`config.mk`:
```
export PLATFORM = sky130hd
export DESIGN_NAME = ipq_ctrl
export DESIGN_NICKNAME = d
export VERILOG_FILES = /design/src/hdl/ipq_pkg.sv /design/src/hdl/ipq_ctrl.sv
export SDC_FILE = /design/constraint.sdc
export NUM_CORES = 1
export LEC_CHECK = 0
export ABC_AREA = 0
export BUFFER_PORTS_ARGS = -buffer_cell sky130_fd_sc_hd__buf_4
export CAP_MARGIN = 20
export CORE_AREA = 2 2 39 41
export DETAILED_ROUTE_END_ITERATION = 6
export DIE_AREA = 0 0 41 43
export PLACE_DENSITY = 0.51
export SYNTH_ARGS = -nofsm -noshare
export SYNTH_HDL_FRONTEND = slang
export SYNTH_SLANG_ARGS = --single-unit
```
`constraint.sdc`:
```
create_clock -name clk -period 1.45 [get_ports clk]
set_input_delay 0.145 -clock clk [delete_from_list [all_inputs] [get_ports clk]]
set_output_delay 0.145 -clock clk [all_outputs]
set_load 0.005 [all_outputs]
```
`src/hdl/ipq_pkg.sv`:
```
// Package with the constants, codes and interface types of the priority queue.
package ipq_pkg;

  // Field widths of the stream beats.
  localparam int EVENT_ID_W     = 10;
  localparam int PRIORITY_REQ_W = 32;
  localparam int POLLED_ID_W    = 10;
  localparam int IN_TDATA_W     = ((EVENT_ID_W + PRIORITY_REQ_W + 7) / 8) * 8;
  localparam int OUT_TDATA_W    = ((POLLED_ID_W + 7) / 8) * 8;

  // Defaults for the top-level parameters.
  localparam int DEF_ID_BITS       = 10;
  localparam int DEF_PRIORITY_BITS = 32;

  // Operation codes carried in in_tuser.
  typedef enum logic {
    OP_SET  = 1'b0,
    OP_POLL = 1'b1
  } op_t;

  // Commands from the controller to the datapath.
  typedef struct packed {
    logic wr_clear;    // clear the entry under the counter
    logic wr_set;      // write the accepted set beat into the table
    logic wr_remove;   // drop the active mark of the best entry
    logic scan_start;  // begin a new poll scan
    logic scan_rd;     // read the entry under the counter
    logic out_load;    // load the poll result into the output register
  } ipq_cmd_t;

  // Status from the datapath to the controller.
  typedef struct packed {
    logic cnt_last;    // counter points at the last entry
    logic have;        // the scan has found an active entry
    logic out_free;    // output register can take a result this cycle
  } ipq_sts_t;

endpackage

```
`src/hdl/ipq_ctrl.sv`:
```
// Controller of the priority queue: clearing sweep, set beats and poll scans.
module ipq_ctrl
  import ipq_pkg::*;
(
  input  logic     clk,
  input  logic     rst_n,
  input  logic     in_tvalid,
  output logic     in_tready,
  input  logic     in_op,
  input  ipq_sts_t sts,
  output ipq_cmd_t cmd
);

  typedef enum logic [2:0] {
    ST_CLEAR,
    ST_IDLE,
    ST_SCAN,
    ST_DRAIN,
    ST_FINISH
  } state_t;

  state_t state_r, state_nxt;
  logic   in_tready_r;
  logic   accept;

  assign accept    = in_tvalid && in_tready_r;
  assign in_tready = in_tready_r;

  // Next state and datapath commands.
  always_comb begin
    state_nxt = state_r;
    cmd       = '0;
    unique case (state_r)
      ST_CLEAR: begin
        cmd.wr_clear = 1'b1;
        if (sts.cnt_last) begin
          state_nxt = ST_IDLE;
        end
      end
      ST_IDLE: begin
        if (accept) begin
          if (op_t'(in_op) == OP_POLL) begin
            cmd.scan_start = 1'b1;
            state_nxt      = ST_SCAN;
          end else begin
            cmd.wr_set = 1'b1;
          end
        end
      end
      ST_SCAN: begin
        cmd.scan_rd = 1'b1;
        if (sts.cnt_last) begin
          state_nxt = ST_DRAIN;
        end
      end
      ST_DRAIN: begin
        state_nxt = ST_FINISH;
      end
      ST_FINISH: begin
        if (sts.out_free) begin
          cmd.out_load  = 1'b1;
          cmd.wr_remove = sts.have;
          state_nxt     = ST_IDLE;
        end
      end
      default: begin
        state_nxt = ST_IDLE;
      end
    endcase
  end

  // State and the registered ready.
  always_ff @(posedge clk) begin
    if (!rst_n) begin
      state_r     <= ST_CLEAR;
      in_tready_r <= 1'b0;
    end else begin
      state_r     <= state_nxt;
      in_tready_r <= (state_nxt == ST_IDLE);
    end
  end

endmodule

```
==> summary.txt <==
outcome - completed
Top Ports - 14
final hold violation count - 0
clk_lat worst skew - 0.23 ns
TritonCTS clock tree - yes
Distinct cells, synth - 17
Core Footprint - 1380 um2
Chip Width - 41 um
placed cell area - 354 um2
Tmin final - 1.36 ns
Multi-input gate area - 156 um2
slew margin rel. - 82.1%
largest cells by area after synthesis - dfxtp_1 33%, nor2b_1 7.8%, nand3_1 6.2%, a21boi_1 6.2%, nor2_1 6.2%
PortBufs - 13
Place WS - 0.229 ns
Lkg Pwr - 0.161 nW
die area - 1760 um2
Antenna diodes - 0
syn nets - 37
drt via density - 4.38
DR pass1 iterations - 4
global-route wire length before repair - 855 um
Setup Crit Path Kind - reg -> out
hold-fix buffers at CTS - 0
Fill cells - 157
Root Driver - clkbuf_4
Mapped Cells - 30
worst hold slack - 0.173 ns
Yosys Warn Count - 0
RSZ-0062 raised after global routing - no
Achievable Freq - 733 MHz
Area Overhead vs Synth - 56.5%
period utilization - 94.1%
Critical Path RT - 1.31 ns
DR WL/cell - 9.67 um
maxcap violations - 0
final slew viol count - 0
initial antenna violation count - 0
Tot GR Track Use - 7.73%
setup TNS - 0 ns
post-synthesis sequential area ratio - 33.2%
critical path's top delay family - flip-flops
row count - 14
Largest stage delay, worst path - 0.44 ns
initial drt markers - 14
endpoint type of the worst setup path - output pin
worst path arrival time - 1.22 ns
GR Overflow Total - 0
post-synth top area share - 33.2%
maximum VDD drop - 209 uV
Critical Path Slowest Stage Cell - dfxtp_1
Crit Path Max Fanout - 8
Initial Util - 17.5%
CTS buffer count - 3
share of layout cells above drive strength 1 - 42.2%
Hold Crit Class - in -> reg
clock sink count - 4
Seq. cell area - 81.3 um2
number of remaining DRC errors - 0
Finished Cell Area - 378 um2
deepest clock path buffer count - 2
cell chain of the critical path - and4bb_2 -> and2_1 -> buf_4
routed vias - 267
H-tree Lvls - 1
synthesized area - 241 um2
Final Setup Violations - 0
Final Wtd Congestion - 0.721
pin count of the biggest net entering global routing - 11
skew final - 0.00102 ns
CP bufs+invs - 1
Post-CTS Setup Inserts - 0
Die Height - 43 um
post-detail-place hpwl - 456 um
Nets - 54
clk slew on worst S/H paths - 0.04 ns
Yosys reg bits - 4
power per cell area - 834 nW/um2
Final ANT Viol Nets - 0
number of global-route vias before repair - 221
critical path launch point type - flop
Synth area leader - dfxtp_1
Post-Route WL - 590 um
Slew @ Worst Pin - 0.269 ns
setup ws final - 0.0861 ns
Syn Area/Cell - 8.05 um2
==> flip-flops by register name (all words and copies together) (netlist names) <==
register,cells
state_r,3
in_tready,1
==> cell type report <==
type                            count  area share (%)
Sequential cell                     4            21.5
Timing Repair Buffer               13            25.8
Tap cell                           16            5.30
Clock buffer                        3            5.96
Multi-Input combinational cell     25            41.4
==> power by group <==
group / leakage, nW / internal [mW] / switching, mW
Sequential: 0.0331 / 0.117 / 0.00966
Combinational: 0.114 / 0.0295 / 0.0186
Clock: 0.0138 / 0.0927 / 0.0475
Total: 0.161 / 0.239 / 0.0758
==> what timing repair did <==
action,in CTS,in global routing
setup endpoints to repair,1,0
gates resized for setup,1,0
hold endpoints to repair,0,0
==> cells in the final DEF (no fill, tap or decap) <==
| master | instances |
|---|---|
| nor2_1 | 4 |
| clkbuf_4 | 3 |
| nor2b_1 | 3 |
| dfxtp_1 | 3 |
| nor3b_1 | 1 |
| a211oi_1 | 1 |
| and2_1 | 1 |
| nand2b_1 | 1 |
| and4bb_2 | 1 |
| o21ai_1 | 1 |
| nor3_1 | 2 |
| nand2_1 | 2 |
| a41oi_1 | 1 |
| nand3_1 | 3 |
| nand3b_1 | 1 |
| dfxtp_2 | 1 |
| or4b_4 | 1 |
| buf_4 | 13 |
| a21boi_1 | 2 |
==> tightest hold or removal path, cell delays in order <==
cell and delay, ns:
buf_4 0.12, nand3_1 0.06, nor2_1 0.03
==> through the flow <==
stage | std cells | util, % | power, mW
after floorplan | 30 | - | 0.148
after detailed placement | 58 | 25.6 | 0.177
after CTS | 61 | 27.3 | 0.323
after global routing | 61 | 27.3 | 0.342
final | 61 | 27.3 | 0.315
after global placement | 58 | 25.6 | 0.177
==> path summary, 6_finish.rpt <==
path | startpoint | to | slack (ns) | depth (start not counted)
setup reg to reg | state_r[2] | state_r[0] | 0.20 | 3
hold / removal | rst_n | in_tready | 0.17 | 3
hold reg to reg | state_r[0] | state_r[0] | 0.55 | 2
setup / recovery | state_r[1] | cmd[3] | 0.09 | 3
==> synth_stat cells, drive strengths merged <==
cell	instances
a211oi	1
a21boi	2
a41oi	1
and2	1
and4bb	1
buf	1
dfxtp	4
nand2	2
nand2b	1
nand3	3
nand3b	1
nor2	4
nor2b	3
nor3	2
nor3b	1
o21ai	1
or4b	1
==> layer usage <==
| layer | part of all wire, % | global-route usage (%) |
|---|---|---|
| met1 | 50 | 10.6 |
| met5 | 0 | 0 |
| met3 | 9.3 | 3.14 |
| met2 | 40 | 8.13 |
| met4 | 0 | 8.00 |
==> logic make-up (layout without fill, tap and decap cells) <==
kind of cell	Yosys count	after routing	share of synthesized area, %
flops	4	4	33.2
buf+inv	1	16	2.07
compound gates	5	5	15.0
simple gates	20	20	49.7
Power figures use the tool's default switching activity.
